File: src/vsom_pkg.sv
// shared types and constants for the voxel slice obstacle marker
`default_nettype none
package vsom_pkg;

    localparam int MAX_COLUMNS = 128;
    localparam int MAX_ROWS    = 128;
    localparam int MAX_SLICES  = 16;
    localparam int FRAC_BITS   = 16;

    localparam int COL_BITS   = $clog2(MAX_COLUMNS);
    localparam int ROW_BITS   = $clog2(MAX_ROWS);
    localparam int SLICE_BITS = $clog2(MAX_SLICES);
    localparam int ADDR_BITS  = SLICE_BITS + ROW_BITS + COL_BITS;
    localparam int CELL_BITS  = FRAC_BITS + 2;

    // 33-bit integer quotient, then fraction bits for z
    localparam int INT_STEPS  = 33;
    localparam int DIV_BITS   = INT_STEPS + FRAC_BITS;
    localparam int CNT_BITS   = $clog2(DIV_BITS);

    localparam logic [FRAC_BITS:0] DIFF_LIMIT = (FRAC_BITS + 1)'((5 * (2 ** FRAC_BITS)) / 100);
    localparam logic [FRAC_BITS:0] ONE_FRAC   = (FRAC_BITS + 1)'(2 ** FRAC_BITS);
    localparam logic [33:0] RAISE_EPS = 34'd66;
    localparam logic [33:0] Q_MAX     = 34'h0_7FFF_FFFF;

    localparam logic [30:0] PIXEL_RESET  = 31'd65536;
    localparam logic [30:0] SLICE_RESET  = 31'd65536;
    localparam logic [7:0]  WIDTH_RESET  = 8'(MAX_COLUMNS);
    localparam logic [7:0]  HEIGHT_RESET = 8'(MAX_ROWS);
    localparam logic [4:0]  COUNT_RESET  = 5'(MAX_SLICES);

    typedef enum logic [2:0] {
        REG_ORIGIN_X,
        REG_ORIGIN_Y,
        REG_ORIGIN_Z,
        REG_PIXEL_SIZE,
        REG_SLICE_HEIGHT,
        REG_GRID_WIDTH,
        REG_GRID_HEIGHT,
        REG_SLICE_COUNT
    } vsom_reg_t;

    typedef struct packed {
        logic [31:0] origin_x;
        logic [31:0] origin_y;
        logic [31:0] origin_z;
        logic [30:0] pixel_size;
        logic [30:0] slice_height;
        logic [7:0]  grid_width;
        logic [7:0]  grid_height;
        logic [4:0]  slice_count;
    } vsom_cfg_t;

    typedef struct packed {
        logic [31:0]           x;
        logic [31:0]           y;
        logic [31:0]           z;
        logic [SLICE_BITS-1:0] sl;
        logic [ROW_BITS-1:0]   row;
        logic [COL_BITS-1:0]   col;
        logic [FRAC_BITS-1:0]  frac;
    } vsom_job_t;

    typedef enum logic [2:0] {
        F_IDLE,
        F_X,
        F_Y,
        F_Z,
        F_EMIT
    } vsom_front_state_t;

    typedef enum logic [1:0] {
        B_CLEAR,
        B_IDLE,
        B_CALC,
        B_RAISE
    } vsom_back_state_t;

    // register value zero means one, above the maximum means the maximum
    function automatic logic [7:0] used_size(input logic [7:0] v, input logic [7:0] maxv);
        logic [7:0] r;
        begin
            if (v == 8'd0)
                r = 8'd1;
            else if (v > maxv)
                r = maxv;
            else
                r = v;
            return r;
        end
    endfunction

    function automatic logic [30:0] nonzero(input logic [30:0] v);
        begin
            return (v == 31'd0) ? 31'd1 : v;
        end
    endfunction

endpackage
`default_nettype wire

File: src/vsom_front.sv
// front end: serial divider for column, row, slice and height fraction
`default_nettype none
module vsom_front
    import vsom_pkg::*;
(
    input  logic        clk,
    input  logic        rst_n,
    input  logic        start,
    input  logic [31:0] point_x,
    input  logic [31:0] point_y,
    input  logic [31:0] point_z,
    input  vsom_cfg_t   cfg,
    input  logic        job_full,
    output logic        busy,
    output logic        job_valid,
    output vsom_job_t   job
);

    vsom_front_state_t state_reg, state_next;

    logic [31:0]          px_reg, py_reg, pz_reg;
    logic [DIV_BITS-1:0]  dividend_reg, quot_reg;
    logic [30:0]          rem_reg;
    logic [CNT_BITS-1:0]  count_reg;
    logic [COL_BITS-1:0]  col_reg;
    logic [ROW_BITS-1:0]  row_reg;

    logic [30:0]          divisor;
    logic [31:0]          trial;
    logic                 take;
    logic [30:0]          rem_step;
    logic [DIV_BITS-1:0]  q_final;
    logic                 div_last;
    logic [32:0]          dx, dy, dz, dz_abs;
    logic [7:0]           w_used, h_used, s_used;
    logic [COL_BITS-1:0]  col_val;
    logic [ROW_BITS-1:0]  row_val;
    logic [SLICE_BITS-1:0] sl_val;

    // one quotient bit per cycle, restoring
    assign divisor  = (state_reg == F_Z) ? nonzero(cfg.slice_height) : nonzero(cfg.pixel_size);
    assign trial    = {rem_reg, dividend_reg[DIV_BITS-1]};
    assign take     = trial >= {1'b0, divisor};
    assign rem_step = take ? 31'(trial - {1'b0, divisor}) : trial[30:0];
    assign q_final  = {quot_reg[DIV_BITS-2:0], take};
    assign div_last = count_reg == '0;

    // negative offsets divide zero, which clamps to column or row zero
    assign dx     = {point_x[31], point_x} - {cfg.origin_x[31], cfg.origin_x};
    assign dy     = {py_reg[31], py_reg} - {cfg.origin_y[31], cfg.origin_y};
    assign dz     = {pz_reg[31], pz_reg} - {cfg.origin_z[31], cfg.origin_z};
    assign dz_abs = dz[32] ? 33'(-dz) : dz;

    assign w_used = used_size(cfg.grid_width, 8'(MAX_COLUMNS));
    assign h_used = used_size(cfg.grid_height, 8'(MAX_ROWS));
    assign s_used = used_size({3'd0, cfg.slice_count}, 8'(MAX_SLICES));

    assign col_val = (q_final[INT_STEPS-1:0] >= 33'(w_used)) ? COL_BITS'(w_used - 8'd1)
                                                             : q_final[COL_BITS-1:0];
    assign row_val = (q_final[INT_STEPS-1:0] >= 33'(h_used)) ? ROW_BITS'(h_used - 8'd1)
                                                             : q_final[ROW_BITS-1:0];
    // slice from the finished quotient held while the word waits
    assign sl_val  = (quot_reg[DIV_BITS-1:FRAC_BITS] >= 33'(s_used)) ?
                     SLICE_BITS'(s_used - 8'd1) : quot_reg[FRAC_BITS+SLICE_BITS-1:FRAC_BITS];

    always_comb
    begin
        state_next = state_reg;
        case (state_reg)
            F_IDLE:
            begin
                if (start)
                    state_next = F_X;
            end
            F_X:
            begin
                if (div_last)
                    state_next = F_Y;
            end
            F_Y:
            begin
                if (div_last)
                    state_next = F_Z;
            end
            F_Z:
            begin
                if (div_last)
                    state_next = F_EMIT;
            end
            F_EMIT:
            begin
                if (!job_full)
                    state_next = F_IDLE;
            end
            default: state_next = F_IDLE;
        endcase
    end

    always_comb
    begin
        busy      = 1'b1;
        job_valid = 1'b0;
        case (state_reg)
            F_IDLE: busy = 1'b0;
            F_EMIT: job_valid = 1'b1;
            default:
            begin
                busy      = 1'b1;
                job_valid = 1'b0;
            end
        endcase
    end

    always_ff @(posedge clk or negedge rst_n)
    begin
        if (!rst_n)
            state_reg <= F_IDLE;
        else
            state_reg <= state_next;
    end

    always_ff @(posedge clk)
    begin
        if (state_reg == F_IDLE && start)
        begin
            px_reg       <= point_x;
            py_reg       <= point_y;
            pz_reg       <= point_z;
            dividend_reg <= {(dx[32] ? 33'd0 : dx), {FRAC_BITS{1'b0}}};
            quot_reg     <= '0;
            rem_reg      <= '0;
            count_reg    <= CNT_BITS'(INT_STEPS - 1);
        end
        else if (state_reg == F_X || state_reg == F_Y || state_reg == F_Z)
        begin
            if (div_last && state_reg == F_X)
            begin
                col_reg      <= col_val;
                dividend_reg <= {(dy[32] ? 33'd0 : dy), {FRAC_BITS{1'b0}}};
                quot_reg     <= '0;
                rem_reg      <= '0;
                count_reg    <= CNT_BITS'(INT_STEPS - 1);
            end
            else if (div_last && state_reg == F_Y)
            begin
                row_reg      <= row_val;
                dividend_reg <= {dz_abs, {FRAC_BITS{1'b0}}};
                quot_reg     <= '0;
                rem_reg      <= '0;
                count_reg    <= CNT_BITS'(DIV_BITS - 1);
            end
            else
            begin
                dividend_reg <= {dividend_reg[DIV_BITS-2:0], 1'b0};
                quot_reg     <= q_final;
                rem_reg      <= rem_step;
                count_reg    <= count_reg - 1'b1;
            end
        end
    end

    assign job.x    = px_reg;
    assign job.y    = py_reg;
    assign job.z    = pz_reg;
    assign job.col  = col_reg;
    assign job.row  = row_reg;
    assign job.sl   = sl_val;
    assign job.frac = quot_reg[FRAC_BITS-1:0];

endmodule
`default_nettype wire

File: config.mk
export PLATFORM = sky130hd
export DESIGN_NAME = vsom_front
export DESIGN_NICKNAME = d
export VERILOG_FILES = /design/src/vsom_pkg.sv /design/src/vsom_front.sv
export SDC_FILE = /design/constraint.sdc
export NUM_CORES = 1
export LEC_CHECK = 0
export ABC_AREA = 1
export BUFFER_PORTS_ARGS = -buffer_cell sky130_fd_sc_hd__buf_4
export CELL_PAD_IN_SITES_DETAIL_PLACEMENT = 0
export CELL_PAD_IN_SITES_GLOBAL_PLACEMENT = 1
export CORE_MARGIN = 4
export CORE_UTILIZATION = 40
export DETAILED_ROUTE_END_ITERATION = 6
export GPL_ROUTABILITY_DRIVEN = 0
export PLACE_DENSITY = 0.79
export SYNTH_ARGS = -nofsm -noshare
export SYNTH_HDL_FRONTEND = slang
export SYNTH_SLANG_ARGS = --single-unit
File: constraint.sdc
create_clock -name clk -period 7.55 [get_ports clk]
set_clock_uncertainty 0.15 [all_clocks]
set_input_delay 1.1325 -clock clk [delete_from_list [all_inputs] [get_ports clk]]
set_output_delay 1.1325 -clock clk [all_outputs]
set_load 0.02 [all_outputs]
Yosys cells after proc, flatten, opt, wreduce, memory -nomap -nowiden
Index checks and enable logic that the tools add are counted.

Flip-flop bits (word level): 248. Input port bits: 279. Output and inout bits: 132. Word-level logic and storage cells: 88.

Add/sub/neg operators: 9. Magnitude comparators: 7. Equality and inequality tests: 9. Muxes and demuxes: 34. Bitwise operators: 2. Reductions and logical operators: 16.

Operators by type and width (number): 49-bit two-way mux (6); 31-bit two-way mux (6); 32-bit by 32-bit subtractor with 33-bit output (3); 33-bit by 8-bit >= comparator with 1-bit output (2); 32-bit two-way mux (2); 31-bit zero test (2); 33-bit by 5-bit >= comparator with 1-bit output (1); 33-bit two-way mux (1); 33-bit negation (1); 32-bit by 31-bit >= comparator with 1-bit output (1); 8-bit two-way mux (4); 31-bit subtractor (1); 8-bit > comparator, second input constant (2); 8-bit zero test (2); 3-bit two-way mux (5); 3-bit case mux with 5 select lines (1); 7-bit two-way mux (2); 7-bit by 1-bit subtractor with 7-bit output, second input constant (2); 6-bit two-way mux (2); 5-bit two-way mux (2); 2-bit inequality test, second input constant (5); 3-bit by 2-bit equality test with 1-bit output, second input constant (2); 6-bit zero test (1); 6-bit by 1-bit subtractor with 6-bit output, second input constant (1); 15 further kinds (20).

Longest topological paths before layout
Depth in word-level cells: 7. Depth in mapped cells: 29. Mapped depth without buffers: 26.

Least setup slack after synthesis
No wires, ideal clock.

Path kind: input to register. From: in start. To: reg dividend_reg[16], enable pin. Setup time: 410 ps. Arrival time: 5715 ps. Data required time: 6990 ps. Slack: 1274 ps. Stages: 5. Path buffers: 1. Cell sequence: inv_1 -> nor2_2 -> nor2_1 -> inv_1 -> clkbuf_1.

Cells in the longest elaborated chain, start to end: 2.

RTL lines: start, declared (RTL line vsom_front.sv:8) `input logic start,`; 1-bit logical AND (RTL line vsom_front.sv:124) `if (state_reg == F_IDLE && start)`; 2-bit nonzero test (no line); end signal, assigned (RTL line vsom_front.sv:129) `dividend_reg <= {(dx[32] ? 33'd0 : dx), {FRAC_BITS{1'b0}}};`; end signal, assigned (RTL line vsom_front.sv:139) `dividend_reg <= {(dy[32] ? 33'd0 : dy), {FRAC_BITS{1'b0}}};`; end signal, assigned (RTL line vsom_front.sv:147) `dividend_reg <= {dz_abs, {FRAC_BITS{1'b0}}};`; end, declared (RTL line vsom_front.sv:22) `logic [DIV_BITS-1:0] dividend_reg, quot_reg;`.

Every way passes these cells. A chain may end at the register's enable or synchronous reset.

Worst setup path in the final report
From: reg state_reg[0]. To: reg col_reg[5], data pin.

Cells in the longest elaborated chain, start to end: 5.

RTL lines: start, declared (RTL line vsom_front.sv:19) `vsom_front_state_t state_reg, state_next;`; start signal, assigned (RTL line vsom_front.sv:119) `state_reg <= state_next;`; 3-bit by 2-bit equality test with 1-bit output (RTL line vsom_front.sv:41) `assign divisor = (state_reg == F_Z) ? nonzero(cfg.slice_height) : nonzero(cfg.pixel_size);`; 31-bit two-way mux (RTL line vsom_front.sv:41); 32-bit by 31-bit >= comparator with 1-bit output (RTL line vsom_front.sv:43) `assign take = trial >= {1'b0, divisor};`; 33-bit by 8-bit >= comparator with 1-bit output (RTL line vsom_front.sv:58) `assign col_val = (q_final[INT_STEPS-1:0] >= 33'(w_used)) ? COL_BITS'(w_used - 8'd1)`; 7-bit two-way mux (RTL line vsom_front.sv:58); net col_val[5] (RTL line vsom_front.sv:36) `logic [COL_BITS-1:0] col_val;`; end signal, assigned (RTL line vsom_front.sv:138) `col_reg <= col_val;`; end, declared (RTL line vsom_front.sv:25) `logic [COL_BITS-1:0] col_reg;`.

The timed path passes the listed nets, and every way through them passes these cells.

==> flow_metrics.env <==
export IMPL_ctsLongestPathBuffers=3
export IMPL_holdWs_ps=188.7
export IMPL_cts_buffers=28
export IMPL_worstRegToRegCells=28
export IMPL_hold_path_class="in -> async"
export IMPL_multi_input_area_um2=11080
export IMPL_yosysMostFrequentCell="nand2_1"
export IMPL_fin_util=0.5020
export IMPL_clk_latency_ps=580
export IMPL_tns_ps=0
export IMPL_finalWirelength_mm=61.79
export IMPL_ios=411
export IMPL_root_buffer="clkbuf_16"
export IMPL_synth_ff_type="edfxtp_1"
export IMPL_die_area_um2=51870
export IMPL_synth_cell_area_um2=19320
export IMPL_cts_setup_buffers=0
export IMPL_synth_cell_types=63
export IMPL_crit_slowest_cell="buf_4"
export IMPL_max_cap_violations=0
export IMPL_syn_area_per_cell_um2=6.991
export IMPL_clockPowerShare=0.161
export IMPL_finalHoldViolCount=0
export IMPL_grt_pass1_wl_mm=97.30
export IMPL_slew_violations=0
export IMPL_tightest_slew_ps=923.1
export IMPL_layout_drive_gt1_share=0.1777
export IMPL_fp_dieH_um=227.8
export IMPL_setup_violations_final=0
export IMPL_cp_max_fo=51
export IMPL_synthCells=2763
export IMPL_p_total_mw=9.293
export IMPL_first_pass_iters=5
export IMPL_status="complete, no violations"
export IMPL_holdBufCountCts=0
export IMPL_critPathLaunch="state_reg[0]"
export IMPL_period_needed_ps=5525
export IMPL_initial_core_util=0.4046
export IMPL_wl_per_cell_um=16.30
export IMPL_combinationalPowerShare=0.600
export IMPL_cts_tree="done"
export IMPL_fillerInstances=4791
export IMPL_clkSlewWorstSetupHoldPaths_ps=60
export IMPL_switchingPower_mw=4.439
export IMPL_crit_required_ps=7780
export IMPL_seq_area_um2=6091
export IMPL_synth_top_area_cell="edfxtp_1"
export IMPL_antenna_found_initial=4
export IMPL_grt_pass1_vias=18627
export IMPL_crit_top_cell="nand2_1"
export IMPL_via_count=19289
export IMPL_cp_arrival_ps=5760
export IMPL_synthToLayoutAreaGrowth_pct=24.08
export IMPL_vdd_drop_max_uv=301.5
export IMPL_synthArstFlopShare=0.01293
export IMPL_overflow=0
export IMPL_nNetsFinal=3588
export IMPL_ys_seq_area_frac=0.3153
export IMPL_io_buffer_count=410
export IMPL_clock_sinks=232
export IMPL_end_kind="flop"
export IMPL_h_tree_depth=1
export IMPL_synth_edf_count=143
export IMPL_first_iter_violations=1145
export IMPL_largest_reg_flops=49
export IMPL_grt_setup_unrepaired="false"
export IMPL_cellPowerDensity_nw_per_um2=387.7
export IMPL_dp_hpwl_mm=50.59
export IMPL_max_freq_mhz=181.0
export IMPL_grt_usage=0.2259
export IMPL_coreArea_um2=47750
export IMPL_yosysWarningCount=0
export IMPL_startpoint_type="flop"
export IMPL_seqPwrFrac=0.239
export IMPL_viasPerCell=5.088
export IMPL_leakage_nw=11.94
export IMPL_fin_area_um2=23970
export IMPL_yosysTopAreaCellShare=0.2223
export IMPL_std_cell_rows=80
export IMPL_max_stage_delay_ps=480
export IMPL_internal_power_mw=4.855
export IMPL_critPathKind="reg -> reg"
export IMPL_sw_frac_of_total=0.4776
export IMPL_ys_ff_latch=232
export IMPL_post_cts_resized=0
export IMPL_r2r_start="state_reg[0]"
export IMPL_layout_worst_path_cycle_share=0.7317
export IMPL_grt_max_degree=60
export IMPL_max_slew_margin=0.3839
export IMPL_ys_top_cells_by_area="edfxtp_1 (22%), nand2_1 (14%), ha_1 (9.9%)"
export IMPL_ant_nets=0
export IMPL_synth_common_cells="nand2_1 (704), inv_1 (469), nor2_1 (200)"
export IMPL_die_w_um=227.8
export IMPL_syn_nets=3199
export IMPL_placed_cell_area_um2=22920
export IMPL_post_route_drc_count=0
[final cells by class]
cell class,instances,area share
Clock buffer,42,0.03790
Antenna cell,3,0.0003132
Clock inverter,9,0.005377
Tap cell,615,0.03210
Multi-Input combinational cell,1983,0.4624
Timing Repair Buffer,420,0.1315
Sequential cell,232,0.2541
Inverter,487,0.07626
[per-layer routing]
metal | wire length [um] | GRT usage | part of all wire
met1 | 28880 | 0.3131 | 0.47
met2 | 27450 | 0.3677 | 0.44
met3 | 4120 | 0.04516 | 0.067
met4 | 1313 | 0.04785 | 0.021
met5 | 20 | 0 | 0.00032
[cell usage in the layout, fill, tap and decap left out, drive strengths merged, types with 6 or more instances in the layout]
cell,instances
a21boi,9
a21o,13
a21oi,162
a31oi,12
buf,420
clkbuf,42
dfxtp,86
edfxtp,143
ha,153
inv,487
mux2i,26
nand2,732
nand3,162
nand3b,8
nand4,42
nor2,219
nor3,34
nor4,27
o211ai,12
o21a,6
o21ai,162
o21bai,13
o221ai,7
o22ai,51
or2,16
xnor2,36
xor2,49
[critical path: cells and delay by family (launching register included)]
kind | cells | cell delay (ps)
adders and majority gates | 3 | 700
DFF | 1 | 390
and+or+nand+nor | 10 | 1240
buffers and inverters | 6 | 1410
AOI/OAI and AO/OA | 9 | 1410
[metrics by stage]
stage	worst slack, ps	cells
floorplan	1274	2763
global route	1507	3789
CTS	2049	3788
finish	2025	3791
detailed placement	1551	3737
global placement	1823	3737
[power by group through the flow]
stage               Combinational [mW]  Clock (mW)  Sequential [mW]
floorplan                         3.87           0             2.32
global placement                  5.48           0             2.23
detailed placement                5.55           0             2.25
CTS                               5.58        1.54             2.22
global route                      6.27        1.59             2.27
finish                            5.58        1.49             2.22
[cells by family after synthesis]
group	count (synthesis)	synth area share
AOI/OAI and AO/OA	466	0.1379
xor gates and xnor gates	85	0.03893
adders and majority gates	157	0.1032
buffers and inverters	548	0.1116
DFF	232	0.3153
muxes	26	0.01347
and+or+nand+nor	1249	0.2796
[path summary, 6_finish.rpt]
check,end,slack (ps)
setup reg to reg,col_reg[5],2030
hold / removal,state_reg[1],190
max in group asynchronous,state_reg[0],6960
setup / recovery,col_reg[5],2030
hold reg to reg,rem_reg[13],320
min in group clk,rem_reg[13],320
No activity file was read; power rests on OpenSTA's default activity.
