--- src/vsom_pkg.sv ---
// shared types and constants for the voxel slice obstacle marker
`default_nettype none
package vsom_pkg;

    localparam int MAX_COLUMNS = 128;
    localparam int MAX_ROWS    = 128;
    localparam int MAX_SLICES  = 16;
    localparam int FRAC_BITS   = 16;

    localparam int COL_BITS   = $clog2(MAX_COLUMNS);
    localparam int ROW_BITS   = $clog2(MAX_ROWS);
    localparam int SLICE_BITS = $clog2(MAX_SLICES);
    localparam int ADDR_BITS  = SLICE_BITS + ROW_BITS + COL_BITS;
    localparam int CELL_BITS  = FRAC_BITS + 2;

    // 33-bit integer quotient, then fraction bits for z
    localparam int INT_STEPS  = 33;
    localparam int DIV_BITS   = INT_STEPS + FRAC_BITS;
    localparam int CNT_BITS   = $clog2(DIV_BITS);

    localparam logic [FRAC_BITS:0] DIFF_LIMIT = (FRAC_BITS + 1)'((5 * (2 ** FRAC_BITS)) / 100);
    localparam logic [FRAC_BITS:0] ONE_FRAC   = (FRAC_BITS + 1)'(2 ** FRAC_BITS);
    localparam logic [33:0] RAISE_EPS = 34'd66;
    localparam logic [33:0] Q_MAX     = 34'h0_7FFF_FFFF;

    localparam logic [30:0] PIXEL_RESET  = 31'd65536;
    localparam logic [30:0] SLICE_RESET  = 31'd65536;
    localparam logic [7:0]  WIDTH_RESET  = 8'(MAX_COLUMNS);
    localparam logic [7:0]  HEIGHT_RESET = 8'(MAX_ROWS);
    localparam logic [4:0]  COUNT_RESET  = 5'(MAX_SLICES);

    typedef enum logic [2:0] {
        REG_ORIGIN_X,
        REG_ORIGIN_Y,
        REG_ORIGIN_Z,
        REG_PIXEL_SIZE,
        REG_SLICE_HEIGHT,
        REG_GRID_WIDTH,
        REG_GRID_HEIGHT,
        REG_SLICE_COUNT
    } vsom_reg_t;

    typedef struct packed {
        logic [31:0] origin_x;
        logic [31:0] origin_y;
        logic [31:0] origin_z;
        logic [30:0] pixel_size;
        logic [30:0] slice_height;
        logic [7:0]  grid_width;
        logic [7:0]  grid_height;
        logic [4:0]  slice_count;
    } vsom_cfg_t;

    typedef struct packed {
        logic [31:0]           x;
        logic [31:0]           y;
        logic [31:0]           z;
        logic [SLICE_BITS-1:0] sl;
        logic [ROW_BITS-1:0]   row;
        logic [COL_BITS-1:0]   col;
        logic [FRAC_BITS-1:0]  frac;
    } vsom_job_t;

    typedef enum logic [2:0] {
        F_IDLE,
        F_X,
        F_Y,
        F_Z,
        F_EMIT
    } vsom_front_state_t;

    typedef enum logic [1:0] {
        B_CLEAR,
        B_IDLE,
        B_CALC,
        B_RAISE
    } vsom_back_state_t;

    // register value zero means one, above the maximum means the maximum
    function automatic logic [7:0] used_size(input logic [7:0] v, input logic [7:0] maxv);
        logic [7:0] r;
        begin
            if (v == 8'd0)
                r = 8'd1;
            else if (v > maxv)
                r = maxv;
            else
                r = v;
            return r;
        end
    endfunction

    function automatic logic [30:0] nonzero(input logic [30:0] v);
        begin
            return (v == 31'd0) ? 31'd1 : v;
        end
    endfunction

endpackage
`default_nettype wire

--- src/vsom_queue.sv ---
// two-entry queue between front and back
`default_nettype none
module vsom_queue
    import vsom_pkg::*;
(
    input  logic      clk,
    input  logic      rst_n,
    input  logic      wr_en,
    input  vsom_job_t wr_data,
    output logic      full,
    input  logic      rd_en,
    output vsom_job_t rd_data,
    output logic      nonempty
);

    vsom_job_t  entry_reg [2];
    logic       wr_ptr_reg, rd_ptr_reg;
    logic [1:0] count_reg;
    logic       do_wr, do_rd;

    assign full     = count_reg == 2'd2;
    assign nonempty = count_reg != 2'd0;
    assign do_wr    = wr_en && !full;
    assign do_rd    = rd_en && nonempty;
    assign rd_data  = entry_reg[rd_ptr_reg];

    always_ff @(posedge clk or negedge rst_n)
    begin
        if (!rst_n)
        begin
            wr_ptr_reg <= 1'b0;
            rd_ptr_reg <= 1'b0;
            count_reg  <= 2'd0;
        end
        else
        begin
            if (do_wr)
                wr_ptr_reg <= !wr_ptr_reg;
            if (do_rd)
                rd_ptr_reg <= !rd_ptr_reg;
            count_reg <= count_reg + {1'b0, do_wr} - {1'b0, do_rd};
        end
    end

    always_ff @(posedge clk)
    begin
        if (do_wr)
            entry_reg[wr_ptr_reg] <= wr_data;
    end

endmodule
`default_nettype wire

--- config.mk ---
export PLATFORM = sky130hd
export DESIGN_NAME = vsom_queue
export DESIGN_NICKNAME = d
export VERILOG_FILES = /design/src/vsom_pkg.sv /design/src/vsom_queue.sv
export SDC_FILE = /design/constraint.sdc
export NUM_CORES = 1
export LEC_CHECK = 0
export ABC_CLOCK_PERIOD_IN_PS = 7700
export BUFFER_PORTS_ARGS = -buffer_cell sky130_fd_sc_hd__buf_2
export CAP_MARGIN = 15
export CORE_MARGIN = 2
export CORE_UTILIZATION = 36
export DETAILED_ROUTE_END_ITERATION = 7
export MAX_ROUTING_LAYER = met4
export SLEW_MARGIN = 20
export SYNTH_ARGS = -nofsm -noshare
export SYNTH_HDL_FRONTEND = slang
export SYNTH_SLANG_ARGS = --single-unit
--- constraint.sdc ---
create_clock -name clk -period 7.7 [get_ports clk]
set_input_delay 0.77 -clock clk [delete_from_list [all_inputs] [get_ports clk]]
set_output_delay 0.77 -clock clk [all_outputs]
set_load 0.05 [all_outputs]
# Yosys cells after proc, flatten, opt, wreduce, memory -nomap -nowiden
# Memories as Yosys holds them, arrays and structs flattened.
# Cells that the tools add are included.
# word_totals
ff_bits	4
mem_bits_rw	260
out_inout_bits	132
n_memories	1
# memory_table
name	depth	word_bits	read_ports	rd_ports_with_merged_regs	write_ports	line	text
entry_reg	2	130	1	0	1	vsom_queue.sv:16	vsom_job_t entry_reg [2];
# classes
n_addsub	2
n_eq_ne	1
mux	2
n_reduce_logical	6
# op_table
operator	count
1-bit zero test	3
2-bit by 1-bit adder with 2-bit output	1
2-bit equality test (second input constant)	1
1-bit logical AND	2
1-bit two-way mux	2
2-bit nonzero test	1
2-bit by 1-bit subtractor with 2-bit output	1

# Longest topological paths before layout
# Gate-level depths: netlist of the first run.
# logic_depth
ltp_word	5
mapped_depth	7

# Worst setup path after synthesis of the first run
# Ideal clock, no wire load.
# synth_timing
path_kind	input to register
startpoint	in wr_en
endpoint	mem entry_reg[0][0] (netlist bit), enable pin
t_arrival_ps	6265
t_required_ps	7079
setup_slack_ps	815
stages	2
n_path_buf	0
path_cell_list	nand2_1 > nor2_1
# synth_via
elab_chain_cells	3
# synth_rtl
element	line	text
start: declaration	vsom_queue.sv:8	input logic wr_en,
1-bit logical AND	vsom_queue.sv:23	assign do_wr = wr_en && !full;
1-bit two-way mux	vsom_queue.sv:47	if (do_wr)
1-bit two-way mux (not written as such)	vsom_queue.sv:48	entry_reg[wr_ptr_reg] <= wr_data;
end: declaration	vsom_queue.sv:16	
# No other way between the ends.

==> results of run 1 <==
[worst max-delay path by stage]
stage,startpoint,end,slack [ns],cells past startpoint
after floorplan,wr_en,entry_reg[0][0],0.81,2
after global placement,wr_en,entry_reg[0][71],4.63,5
after detailed placement,wr_en,entry_reg[0][84],4.56,5
after CTS,rd_ptr_reg,rd_data[1],4.18,3
after global routing,rd_ptr_reg,rd_data[29],4.23,3
final,rd_ptr_reg,rd_data[29],4.37,3
[cells by family after synthesis]
| logic type | count (synthesis) | share of synthesized area |
|---|---|---|
| flip-flops | 264 | 0.7942 |
| multiplexers | 130 | 0.1810 |
| XOR/XNOR | 4 | 0.003519 |
| buffers and inverters | 17 | 0.01558 |
| adder cells (fa/ha/maj) | 2 | 0.002513 |
| AND/OR/NAND/NOR | 6 | 0.003268 |
[cell usage in the layout, fill, tap and decap left out, drive strengths merged]
| cell type | netlist | layout |
|---|---|---|
| nor2 | 1 | 1 |
| and2 | 1 | 1 |
| nand2 | 1 | 1 |
| inv | 2 | 2 |
| nand2b | 1 | 1 |
| xnor2 | 3 | 3 |
| and3 | 1 | 1 |
| diode | 0 | 3 |
| xor2 | 1 | 1 |
| bufinv | 0 | 4 |
| or2 | 1 | 1 |
| clkinv | 0 | 14 |
| dfrtp | 4 | 4 |
| mux2 | 130 | 130 |
| buf | 15 | 270 |
| ha | 2 | 2 |
| edfxtp | 260 | 260 |
| clkinvlp | 0 | 1 |
| clkbuf | 0 | 33 |
[metal layers]
layer,share of wire,up-vias
li1,-,2259
met1,0.41,2376
met2,0.49,206
met3,0.080,36
met4,0.021,0
met5,0,-
[through the flow]
step	area (µm²)	worst slack [ns]	total power, mW	hold WS [ns]	utilization
after floorplan	9957	0.8148	4.146	0.4608	-
after global placement	11620	4.633	4.522	0.4957	0.4298
after detailed placement	11620	4.563	4.564	0.5274	0.4298
after CTS	12550	4.179	5.906	0.01338	0.4643
after global routing	12560	4.235	6.061	0.02407	0.4648
final	12560	4.367	5.822	0.04257	0.4648
[layout make-up]
| cell class | count | area, µm² | share of cell area |
|---|---|---|---|
| diodes | 3 | 7.507 | 0.0005976 |
| inverters | 2 | 7.507 | 0.0005976 |
| clock inverters | 19 | 190.2 | 0.01514 |
| clock buffers | 33 | 740.7 | 0.05896 |
| well taps | 341 | 426.7 | 0.03396 |
| multi-input cells | 142 | 1907 | 0.1518 |
| flip-flops and latches | 264 | 7911 | 0.6298 |
| repair buffers | 270 | 1371 | 0.1092 |
[power by group]
group / switching, mW / total, mW / internal, mW
registers: 0.0908 / 2.06 / 1.97
logic: 1.71 / 2.43 / 0.726
clock network: 0.512 / 1.33 / 0.817
==> impl_metrics.prom, run 1 <==
# TYPE chip_impl_metric gauge
chip_impl_info{name="status",value="completed"} 1
chip_impl_metric{name="synth.lib_cells_used.distinct",unit=""} 17
chip_impl_metric{name="detail_route.drc_violations",unit=""} 0
chip_impl_metric{name="seq_area_frac_synth",unit=""} 0.7942
chip_impl_metric{name="timing.critical_path.arrival",unit="ns"} 2.56
chip_impl_metric{name="grt_start_max_net_pins",unit=""} 79
chip_impl_info{name="ys_top_cells_by_count",value="260 x edfxtp_1, 90 x mux2_4, 40 x mux2_2"} 1
chip_impl_info{name="path_delay_family",value="buffers and inverters"} 1
chip_impl_metric{name="final-hold-violation-count",unit=""} 0
chip_impl_metric{name="achievable-frequency",unit="GHz"} 0.3000
chip_impl_metric{name="chipWidth",unit="µm"} 170.3
chip_impl_metric{name="finalMaxSlewViolations",unit=""} 0
chip_impl_metric{name="ant_nets",unit=""} 0
chip_impl_info{name="crit-reg2reg-launch",value="count_reg[1]"} 1
chip_impl_metric{name="fin_cells",unit=""} 1074
chip_impl_metric{name="fill_cells",unit=""} 2350
chip_impl_metric{name="max_slew_margin",unit=""} 0.3792
chip_impl_metric{name="clock_latency_of_the_later_clocked_register_in_the_worst_skew_pair",unit="ns"} 0.52
chip_impl_metric{name="clock_sink_count",unit=""} 264
chip_impl_metric{name="synthCells",unit=""} 423
chip_impl_info{name="synth_flop_cell",value="edfxtp_1"} 1
chip_impl_metric{name="power_per_cell_area",unit="nW/µm²"} 463.5
chip_impl_info{name="top_usage_layer",value="met2"} 1
chip_impl_metric{name="finalSetupViolations",unit=""} 0
chip_impl_metric{name="cts_inserted_buffers",unit=""} 28
chip_impl_info{name="synth.largest_area_cell",value="edfxtp_1"} 1
chip_impl_metric{name="cellLeakagePower",unit="nW"} 4.940
chip_impl_metric{name="total_track_usage",unit=""} 0.1256
chip_impl_info{name="crit_type",value="reg -> out"} 1
chip_impl_metric{name="gpl.final_weighted_congestion",unit=""} 0.7581
chip_impl_metric{name="htreeDepth",unit=""} 1
chip_impl_metric{name="placed_cells_incl_taps",unit=""} 1019
chip_impl_metric{name="setup_total_negative_slack",unit="ns"} 0
chip_impl_info{name="worst_r2r_endpoint",value="entry_reg[0][75]"} 1
chip_impl_info{name="ctsRootBufferMaster",value="clkbuf_16"} 1
chip_impl_metric{name="mappedNetlistNets",unit=""} 559
chip_impl_info{name="worstSetupStartpointType",value="flop"} 1
chip_impl_metric{name="critPathBufInv",unit=""} 2
chip_impl_metric{name="post-route-period-util",unit=""} 0.4328
chip_impl_metric{name="fp-row-count",unit=""} 60
chip_impl_metric{name="synth_edf_count",unit=""} 260
chip_impl_metric{name="cts_hold_buf",unit=""} 0
chip_impl_info{name="tritoncts",value="yes"} 1
chip_impl_info{name="grt_setup_unrepaired",value="false"} 1
chip_impl_metric{name="wire_per_inst",unit="µm"} 17.53
chip_impl_metric{name="die_h",unit="µm"} 170.3
chip_impl_info{name="critical_path_top_delay_cell",value="buf_4"} 1
chip_impl_info{name="critical_path.cell_chain",value="buf_4, mux2_2, buf_2"} 1
chip_impl_metric{name="drt_first_iter_violations",unit=""} 323
chip_impl_info{name="cp-end-kind",value="output port"} 1
chip_impl_info{name="worstHoldPathType",value="in -> async"} 1
chip_impl_metric{name="drtPass1Iterations",unit=""} 4
chip_impl_metric{name="setup.reg_to_reg.worst_slack",unit="ns"} 4.89
chip_impl_metric{name="postSynth.asyncResetShare",unit=""} 0.01515
chip_impl_metric{name="yosys_register_bits",unit=""} 264
chip_impl_metric{name="initial_core_util",unit=""} 0.3684
chip_impl_metric{name="critical-path-max-stage-delay",unit="ns"} 0.77
chip_impl_metric{name="post_synth.cell_area_avg",unit="µm²"} 23.54
chip_impl_info{name="netlist_top_cells_area",value="edfxtp_1 78%, mux2_4 14%, mux2_2 4.5%, buf_6 1.1%, dfrtp_1 1.0%"} 1
chip_impl_metric{name="drive_above_1_share",unit=""} 0.6110
chip_impl_metric{name="critical_path.max_fanout",unit=""} 54
chip_impl_metric{name="postCtsSetupBuffers",unit=""} 0
chip_impl_metric{name="nets_finish",unit=""} 844
chip_impl_metric{name="synthesis.area",unit="µm²"} 9957
chip_impl_metric{name="path_clk_slew",unit="ns"} 0.06
chip_impl_metric{name="post_cts_resize_count",unit=""} 0
chip_impl_metric{name="design.portCount",unit=""} 266
chip_impl_metric{name="largest_register_ff_count",unit=""} 260
chip_impl_metric{name="clock_skew",unit="ns"} 0.008779
chip_impl_metric{name="syn_to_final_growth",unit="%"} 26.16
chip_impl_metric{name="routed-via-count",unit=""} 4877
chip_impl_metric{name="avgViaCountPerCell",unit=""} 4.541
chip_impl_metric{name="worst-r2r-cell-count",unit=""} 5
chip_impl_metric{name="placeableCoreArea",unit="µm²"} 27030
chip_impl_metric{name="gr-usage-met1",unit=""} 0.1512
chip_impl_metric{name="wire_length_of_the_first_global_routing_pass",unit="mm"} 27.43
chip_impl_metric{name="port_buffers",unit=""} 265
chip_impl_metric{name="first_global_vias",unit=""} 5142
chip_impl_metric{name="ys.warnings.count",unit=""} 0
chip_impl_metric{name="grtUsageMet2",unit=""} 0.2068
chip_impl_metric{name="detailedPlacementHpwl",unit="mm"} 12.45
chip_impl_metric{name="die_area",unit="µm²"} 29010
chip_impl_metric{name="cts-root-to-sink-buffers",unit=""} 3
chip_impl_metric{name="period_needed",unit="ns"} 3.333
chip_impl_metric{name="globalRoute.totalOverflow",unit=""} 0
chip_impl_metric{name="required",unit="ns"} 6.93
chip_impl_metric{name="yosysTopAreaCellShare",unit=""} 0.7841
chip_impl_metric{name="cap_viol_max_count",unit=""} 0
chip_impl_metric{name="grt_util_met3",unit=""} 0.03442
chip_impl_metric{name="worst_margin_slew",unit="ns"} 0.9312
chip_impl_metric{name="antenna_found_initial",unit=""} 3
chip_impl_metric{name="finalWirelength",unit="mm"} 18.83
chip_impl_info{name="yosys.cell_count.top_type",value="edfxtp_1"} 1
chip_impl_metric{name="max-vdd-ir-drop",unit="µV"} 255.3
No activity file was read; power rests on OpenSTA's default activity.
==> run 2, diff against run 1 <==
ABC_AREA = 1   (was default)
ABC_CLOCK_PERIOD_IN_PS = 3500   (was 7700)
clock period = 3.5 ns   (was 7.7 ns; I/O delays follow)
==> run 2 against run 1 <==
Effect of this change: count of clock-buffer cells in the layout increased by 6; global-route usage increased by 2.5 points; synthesized cell count increased by 68%; critical path depth increased by 2; sequential power increased by 120%; via count increased by 32%; routed wire length increased by 15%; worst hold slack got worse by 0.019 ns; critical path type unchanged.
==> impl_metrics.prom, run 2 <==
# TYPE chip_impl_metric gauge
chip_impl_info{name="timing.critical_path.mode_cell",value="nand2_1"} 1
chip_impl_metric{name="worst-r2r-cell-count",unit=""} 4
chip_impl_metric{name="post-route-period-util",unit=""} 0.7649
chip_impl_metric{name="cts_inserted_buffers",unit=""} 28
chip_impl_info{name="hp-start",value="wr_data[55]"} 1
chip_impl_info{name="worstHoldPathType",value="in -> reg"} 1
chip_impl_metric{name="total_track_usage",unit=""} 0.1508
chip_impl_metric{name="drt_first_iter_violations",unit=""} 322
chip_impl_info{name="grt_setup_unrepaired",value="false"} 1
chip_impl_metric{name="wl_met3",unit="mm"} 1.525
chip_impl_metric{name="achievable-frequency",unit="GHz"} 0.3735
chip_impl_info{name="layout_common_cells",value="403 x nand2_1, 265 x buf_2, 260 x edfxtp_1"} 1
chip_impl_metric{name="initial_core_util",unit=""} 0.3644
chip_impl_metric{name="largest_register_ff_count",unit=""} 260
chip_impl_info{name="cp-end-kind",value="output port"} 1
chip_impl_metric{name="final-hold-violation-count",unit=""} 0
chip_impl_metric{name="worst_margin_slew",unit="ns"} 0.8315
chip_impl_metric{name="antenna_found_initial",unit=""} 0
chip_impl_metric{name="wire_length_of_the_first_global_routing_pass",unit="mm"} 32.87
chip_impl_metric{name="finalSetupViolations",unit=""} 0
chip_impl_metric{name="worstHoldPathCells",unit=""} 1
chip_impl_metric{name="fin_cells",unit=""} 1473
chip_impl_metric{name="drtPass1Iterations",unit=""} 6
chip_impl_metric{name="num_antenna_cells",unit=""} 0
chip_impl_metric{name="cts-root-to-sink-buffers",unit=""} 3
chip_impl_metric{name="drive_above_1_share",unit=""} 0.2800
chip_impl_metric{name="cap_viol_max_count",unit=""} 0
chip_impl_metric{name="yosys_register_bits",unit=""} 264
chip_impl_metric{name="timing.critical_path.arrival",unit="ns"} 2.33
chip_impl_metric{name="required",unit="ns"} 3.15
chip_impl_metric{name="setup_total_negative_slack",unit="ns"} 0
chip_impl_info{name="ctsRootBufferMaster",value="clkbuf_16"} 1
chip_impl_metric{name="wire_per_inst",unit="µm"} 14.76
chip_impl_metric{name="synthesis.area",unit="µm²"} 9739
chip_impl_metric{name="globalRoute.totalOverflow",unit=""} 0
chip_impl_metric{name="port_buffers",unit=""} 265
chip_impl_metric{name="syn_to_final_growth",unit="%"} 38.98
chip_impl_info{name="crit-reg2reg-launch",value="count_reg[1]"} 1
chip_impl_metric{name="post_cts_resize_count",unit=""} 0
chip_impl_info{name="status",value="completed"} 1
chip_impl_metric{name="critical_path.max_fanout",unit=""} 48
chip_impl_metric{name="clock_sink_count",unit=""} 264
chip_impl_info{name="worstSetupStartpointType",value="flop"} 1
chip_impl_metric{name="clock_skew",unit="ns"} 0.007654
chip_impl_info{name="layout_commonest_cell",value="nand2_1"} 1
chip_impl_metric{name="synth.lib_cells_used.distinct",unit=""} 11
chip_impl_metric{name="clock_latency_of_the_later_clocked_register_in_the_worst_skew_pair",unit="ns"} 0.53
chip_impl_info{name="startpoint",value="rd_ptr_reg"} 1
chip_impl_info{name="ys_top_cells_by_count",value="403 x nand2_1, 260 x edfxtp_1, 11 x buf_4"} 1
chip_impl_info{name="tritoncts",value="yes"} 1
chip_impl_metric{name="htreeDepth",unit=""} 1
chip_impl_metric{name="mappedNetlistNets",unit=""} 848
chip_impl_info{name="yosys.cell_count.top_type",value="nand2_1"} 1
chip_impl_metric{name="ant_nets",unit=""} 0
chip_impl_metric{name="max-vdd-ir-drop",unit="µV"} 717.6
chip_impl_metric{name="detailedPlacementHpwl",unit="mm"} 12.98
chip_impl_metric{name="gpl.final_weighted_congestion",unit=""} 0.7550
chip_impl_metric{name="wirelength_met1",unit="mm"} 9.363
chip_impl_metric{name="detail_route.drc_violations",unit=""} 0
chip_impl_metric{name="postCtsSetupBuffers",unit=""} 0
chip_impl_info{name="crit_type",value="reg -> out"} 1
chip_impl_info{name="synth_flop_cell",value="edfxtp_1"} 1
chip_impl_metric{name="first_global_vias",unit=""} 6425
chip_impl_metric{name="placed_cells_incl_taps",unit=""} 1300
chip_impl_metric{name="synth_edf_count",unit=""} 260
chip_impl_metric{name="avgViaCountPerCell",unit=""} 4.383
chip_impl_metric{name="finalWirelength",unit="mm"} 21.74
chip_impl_info{name="critical_path.cell_chain",value="inv_4, buf_4, nand2_1, nand2_1, buf_2"} 1
chip_impl_metric{name="cellLeakagePower",unit="nW"} 5.798
chip_impl_metric{name="period_needed",unit="ns"} 2.677
chip_impl_metric{name="synthCells",unit=""} 712
chip_impl_metric{name="max_slew_margin",unit=""} 0.4444
chip_impl_metric{name="design.portCount",unit=""} 266
chip_impl_metric{name="chipWidth",unit="µm"} 168.5
chip_impl_metric{name="die_area",unit="µm²"} 28390
chip_impl_metric{name="routed_met2_length",unit="mm"} 10.37
chip_impl_metric{name="placeableCoreArea",unit="µm²"} 26730
chip_impl_metric{name="path_length_in_cells_of_the_critical_path",unit=""} 5
chip_impl_info{name="netlist_top_cells_area",value="edfxtp_1 80%, nand2_1 16%, buf_6 1.2%, dfrtp_1 1.0%, buf_4 0.85%"} 1
chip_impl_metric{name="fp-row-count",unit=""} 60
chip_impl_metric{name="critPathBufInv",unit=""} 3
chip_impl_metric{name="die_h",unit="µm"} 168.5
chip_impl_info{name="path_delay_family",value="buffers and inverters"} 1
chip_impl_info{name="critical_path_top_delay_cell",value="dfrtp_4"} 1
chip_impl_metric{name="postSynth.asyncResetShare",unit=""} 0.01515
chip_impl_metric{name="path_clk_slew",unit="ns"} 0.06
chip_impl_metric{name="power_per_cell_area",unit="nW/µm²"} 972.6
chip_impl_metric{name="finalMaxSlewViolations",unit=""} 0
chip_impl_metric{name="critical-path-max-stage-delay",unit="ns"} 0.50
chip_impl_metric{name="yosysTopAreaCellShare",unit=""} 0.8016
chip_impl_info{name="synth.largest_area_cell",value="edfxtp_1"} 1
chip_impl_metric{name="ys.warnings.count",unit=""} 0
chip_impl_info{name="highest_layer",value="met4"} 1
chip_impl_metric{name="nets_finish",unit=""} 1246
chip_impl_metric{name="grt_start_max_net_pins",unit=""} 132
chip_impl_metric{name="seq_area_frac_synth",unit=""} 0.8119
chip_impl_metric{name="routed-via-count",unit=""} 6456
chip_impl_metric{name="post_synth.cell_area_avg",unit="µm²"} 13.68
## run 2: cell types whose count changed in the layout (fill, tap and decap cells not counted), sizes merged, moves of 5 or more
cell,previous run,this run
clkbuf,33,39
clkinv,14,9
dlygate4sd3,0,121
mux2,130,0
nand2,1,403
buf,270,276
inv,2,9
## run 2: cell type report
class	count	area (µm²)
Timing Repair Buffer	397	2695
Clock inverter	13	111.4
Fill cell	2319	13190
Multi-Input combinational cell	409	1564
Inverter	10	43.79
Tap cell	341	426.7
Clock buffer	39	783.3
Sequential cell	264	7911
## run 2: cell families (layout without fill, tap and decap cells)
| group | after synthesis | after routing | synth area share |
|---|---|---|---|
| simple gates | 407 | 407 | 0.1572 |
| flops | 264 | 264 | 0.8119 |
| buf+inv | 39 | 459 | 0.02826 |
| fa+ha+maj | 2 | 2 | 0.002569 |
## run 2: path summary, 6_finish.rpt
path	end	slack, ns
setup / recovery	rd_data[48]	0.82
hold / removal	entry_reg[0][55]	0.02
setup reg to reg	entry_reg[1][49]	1.41
hold reg to reg	count_reg[0]	0.51
max in group asynchronous	rd_ptr_reg	3.20
min in group asynchronous	count_reg[1]	0.16
## run 2: what timing repair did
item / in CTS / in global routing
setup endpoints to repair: 0 / 0
hold endpoints to repair: 243 / 0
hold buffers: 121 / 0
## run 2: layer usage
| layer | vias to the layer above | GRT usage |
|---|---|---|
| met5 | - | - |
| met4 | 0 | 0.04160 |
| met2 | 209 | 0.2523 |
| met3 | 39 | 0.03694 |
| met1 | 3015 | 0.1837 |
| li1 | 3193 | - |
## run 2: metrics by stage
stage	hold WS (ns)	area [µm²]	setup slack, ns	power (mW)	utilization
after floorplan	0.05441	9751	0.5603	8.978	-
after CTS	0.0001868	13540	0.7797	13.31	0.5065
after detailed placement	0.1629	11430	1.360	10.34	0.4277
after global routing	0.002767	13540	0.6887	13.81	0.5065
after global placement	0.1631	11430	1.346	10.30	0.4277
final	0.02335	13540	0.8229	13.17	0.5065
## run 2: power by group
group | leakage, nW | switching [mW] | internal, mW | total, mW
logic | 2.90 | 4.69 | 1.17 | 5.86
registers | 2.47 | 0.156 | 4.31 | 4.46
clock network | 0.429 | 1.15 | 1.70 | 2.85
==> run 3, diff against run 2 <==
ABC_AREA = 0   (was 1)
ABC_CLOCK_PERIOD_IN_PS = 2400   (was 3500)
clock period = 2.4 ns   (was 3.5 ns; I/O delays follow)
==> run 3 against run 2 <==
Effect of this change: core utilization increased by 1.4 points; critical path type unchanged; largest power group unchanged; global-route usage decreased by 1.1 points; first-iteration DRC count decreased by 30%.
==> impl_metrics.prom, run 3 (same netlist as run 1, synthesis figures left out) <==
# TYPE chip_impl_metric gauge
chip_impl_metric{name="setup.reg_to_reg.worst_slack",unit="ns"} 0.49
chip_impl_metric{name="ant_nets",unit=""} 0
chip_impl_metric{name="drtPass1Iterations",unit=""} 4
chip_impl_metric{name="design.portCount",unit=""} 266
chip_impl_metric{name="worst_margin_slew",unit="ns"} 0.6579
chip_impl_metric{name="detail_route.drc_violations",unit=""} 0
chip_impl_metric{name="period_needed",unit="ns"} 2.277
chip_impl_info{name="worstHoldPathType",value="in -> async"} 1
chip_impl_info{name="worstSetupStartpointType",value="flop"} 1
chip_impl_metric{name="drive_above_1_share",unit=""} 0.5211
chip_impl_metric{name="report.power.total",unit="mW"} 18.97
chip_impl_metric{name="gpl.final_weighted_congestion",unit=""} 0.7307
chip_impl_metric{name="fp-row-count",unit=""} 60
chip_impl_info{name="tritoncts",value="yes"} 1
chip_impl_metric{name="final-hold-violation-count",unit=""} 0
chip_impl_metric{name="cts-root-to-sink-buffers",unit=""} 3
chip_impl_info{name="ctsRootBufferMaster",value="clkbuf_16"} 1
chip_impl_metric{name="antenna_found_initial",unit=""} 2
chip_impl_metric{name="finalMaxSlewViolations",unit=""} 0
chip_impl_metric{name="routed-via-count",unit=""} 5450
chip_impl_metric{name="port_buffers",unit=""} 265
chip_impl_metric{name="nets_finish",unit=""} 992
chip_impl_info{name="crit-reg2reg-launch",value="count_reg[1]"} 1
chip_impl_metric{name="grt_start_max_net_pins",unit=""} 39
chip_impl_metric{name="die_h",unit="µm"} 170.3
chip_impl_metric{name="final.hold.worst_slack",unit="ns"} 0.05109
chip_impl_info{name="grt_setup_unrepaired",value="false"} 1
chip_impl_metric{name="max-vdd-ir-drop",unit="µV"} 704.2
chip_impl_metric{name="globalRoute.totalOverflow",unit=""} 0
chip_impl_info{name="status",value="completed"} 1
chip_impl_metric{name="chipWidth",unit="µm"} 170.3
chip_impl_metric{name="initial_core_util",unit=""} 0.3684
chip_impl_metric{name="path_clk_slew",unit="ns"} 0.06
chip_impl_metric{name="drt_first_iter_violations",unit=""} 225
chip_impl_metric{name="cellLeakagePower",unit="nW"} 5.572
chip_impl_metric{name="achievable-frequency",unit="GHz"} 0.4393
chip_impl_metric{name="die_area",unit="µm²"} 29010
chip_impl_metric{name="avgViaCountPerCell",unit=""} 4.467
chip_impl_metric{name="total_track_usage",unit=""} 0.1401
chip_impl_metric{name="worst-r2r-cell-count",unit=""} 7
chip_impl_metric{name="finalWirelength",unit="mm"} 20.85
chip_impl_metric{name="first_global_vias",unit=""} 5760
chip_impl_metric{name="finalSetupViolations",unit=""} 0
chip_impl_metric{name="placed_cells_incl_taps",unit=""} 1035
chip_impl_metric{name="clock_latency_of_the_later_clocked_register_in_the_worst_skew_pair",unit="ns"} 0.53
chip_impl_metric{name="critical_path.max_fanout",unit=""} 38
chip_impl_info{name="cp-end-kind",value="output port"} 1
chip_impl_metric{name="postPlaceCellArea",unit="µm²"} 11910
chip_impl_info{name="worst_r2r_endpoint",value="count_reg[1]"} 1
chip_impl_metric{name="htreeDepth",unit=""} 1
chip_impl_metric{name="cap_viol_max_count",unit=""} 0
chip_impl_info{name="crit_type",value="reg -> out"} 1
chip_impl_info{name="layout_commonest_cell",value="buf_2"} 1
chip_impl_info{name="layout_common_cells",value="265 x buf_2, 260 x edfxtp_1, 131 x dlygate4sd3_1"} 1
chip_impl_metric{name="cts_inserted_buffers",unit=""} 29
chip_impl_metric{name="largest_register_ff_count",unit=""} 260
chip_impl_metric{name="fin_cells",unit=""} 1220
chip_impl_metric{name="wire_per_inst",unit="µm"} 17.09
chip_impl_metric{name="detailedPlacementHpwl",unit="mm"} 13.73
chip_impl_metric{name="post-route-period-util",unit=""} 0.9486
chip_impl_metric{name="timing.critical_path.arrival",unit="ns"} 2.04
chip_impl_metric{name="clock_sink_count",unit=""} 264
chip_impl_metric{name="setup_total_negative_slack",unit="ns"} 0
chip_impl_metric{name="finish.instance_area",unit="µm²"} 14080
chip_impl_metric{name="power_per_cell_area",unit="nW/µm²"} 1347
chip_impl_metric{name="clock_skew",unit="ns"} 0.01109
chip_impl_metric{name="syn_to_final_growth",unit="%"} 41.39
chip_impl_metric{name="max_slew_margin",unit=""} 0.5603
chip_impl_metric{name="required",unit="ns"} 2.16
chip_impl_metric{name="wire_length_of_the_first_global_routing_pass",unit="mm"} 30.42
chip_impl_metric{name="placeableCoreArea",unit="µm²"} 27030
==> run 3: how the worst max path moves through the flow <==
stage | startpoint | to | slack, ns | cells past startpoint
final | rd_ptr_reg | rd_data[91] | 0.12 | 3
after global routing | rd_ptr_reg | rd_data[34] | 0.03 | 3
after CTS | rd_ptr_reg | rd_data[38] | 0.07 | 3
after detailed placement | count_reg[1] | count_reg[1] | 0.51 | 7
after global placement | count_reg[1] | count_reg[1] | 0.64 | 7
after floorplan | count_reg[1] | entry_reg[0][0] | -0.54 | 3
==> run 3: layout make-up <==
type,instances,area (µm²)
fillers,2173,12950
multi-input cells,142,1909
diodes,2,5.005
flip-flops and latches,264,7911
inverters,2,7.507
clock buffers,37,755.7
clock inverters,15,92.59
repair buffers,417,2970
well taps,341,426.7
==> run 3: critical path: stages (launching register included) <==
cell and delay [ns]:
dfrtp_4 0.59, buf_12 0.31, mux2_4 0.34, buf_2 0.21
==> run 3: per-layer routing <==
layer | vias up | track usage | share of wire
li1 | 2551 | - | -
met1 | 2651 | 0.1592 | 0.40
met2 | 209 | 0.2453 | 0.51
met3 | 39 | 0.03581 | 0.066
met4 | 0 | 0.03902 | 0.026
met5 | - | - | 0
==> run 3: report_power, final <==
part           switching [mW]  internal, mW  total [mW]
clock                    1.64          2.31        3.95
combinational            5.63          2.78        8.41
sequential              0.310          6.30        6.61
==> run 3: timing repair <==
action,in CTS,in global routing
hold endpoints to repair,264,0
hold buffers,131,0
setup buffers,0,0
resized for setup,0,0
==> run 3: metrics by stage <==
| step | setup WS [ns] | util |
|---|---|---|
| global route | 0.03391 | 0.5209 |
| CTS | 0.06534 | 0.5207 |
| detailed placement | 0.5059 | 0.4408 |
| finish | 0.1234 | 0.5209 |
| global placement | 0.6425 | 0.4408 |
| floorplan | -0.5442 | - |
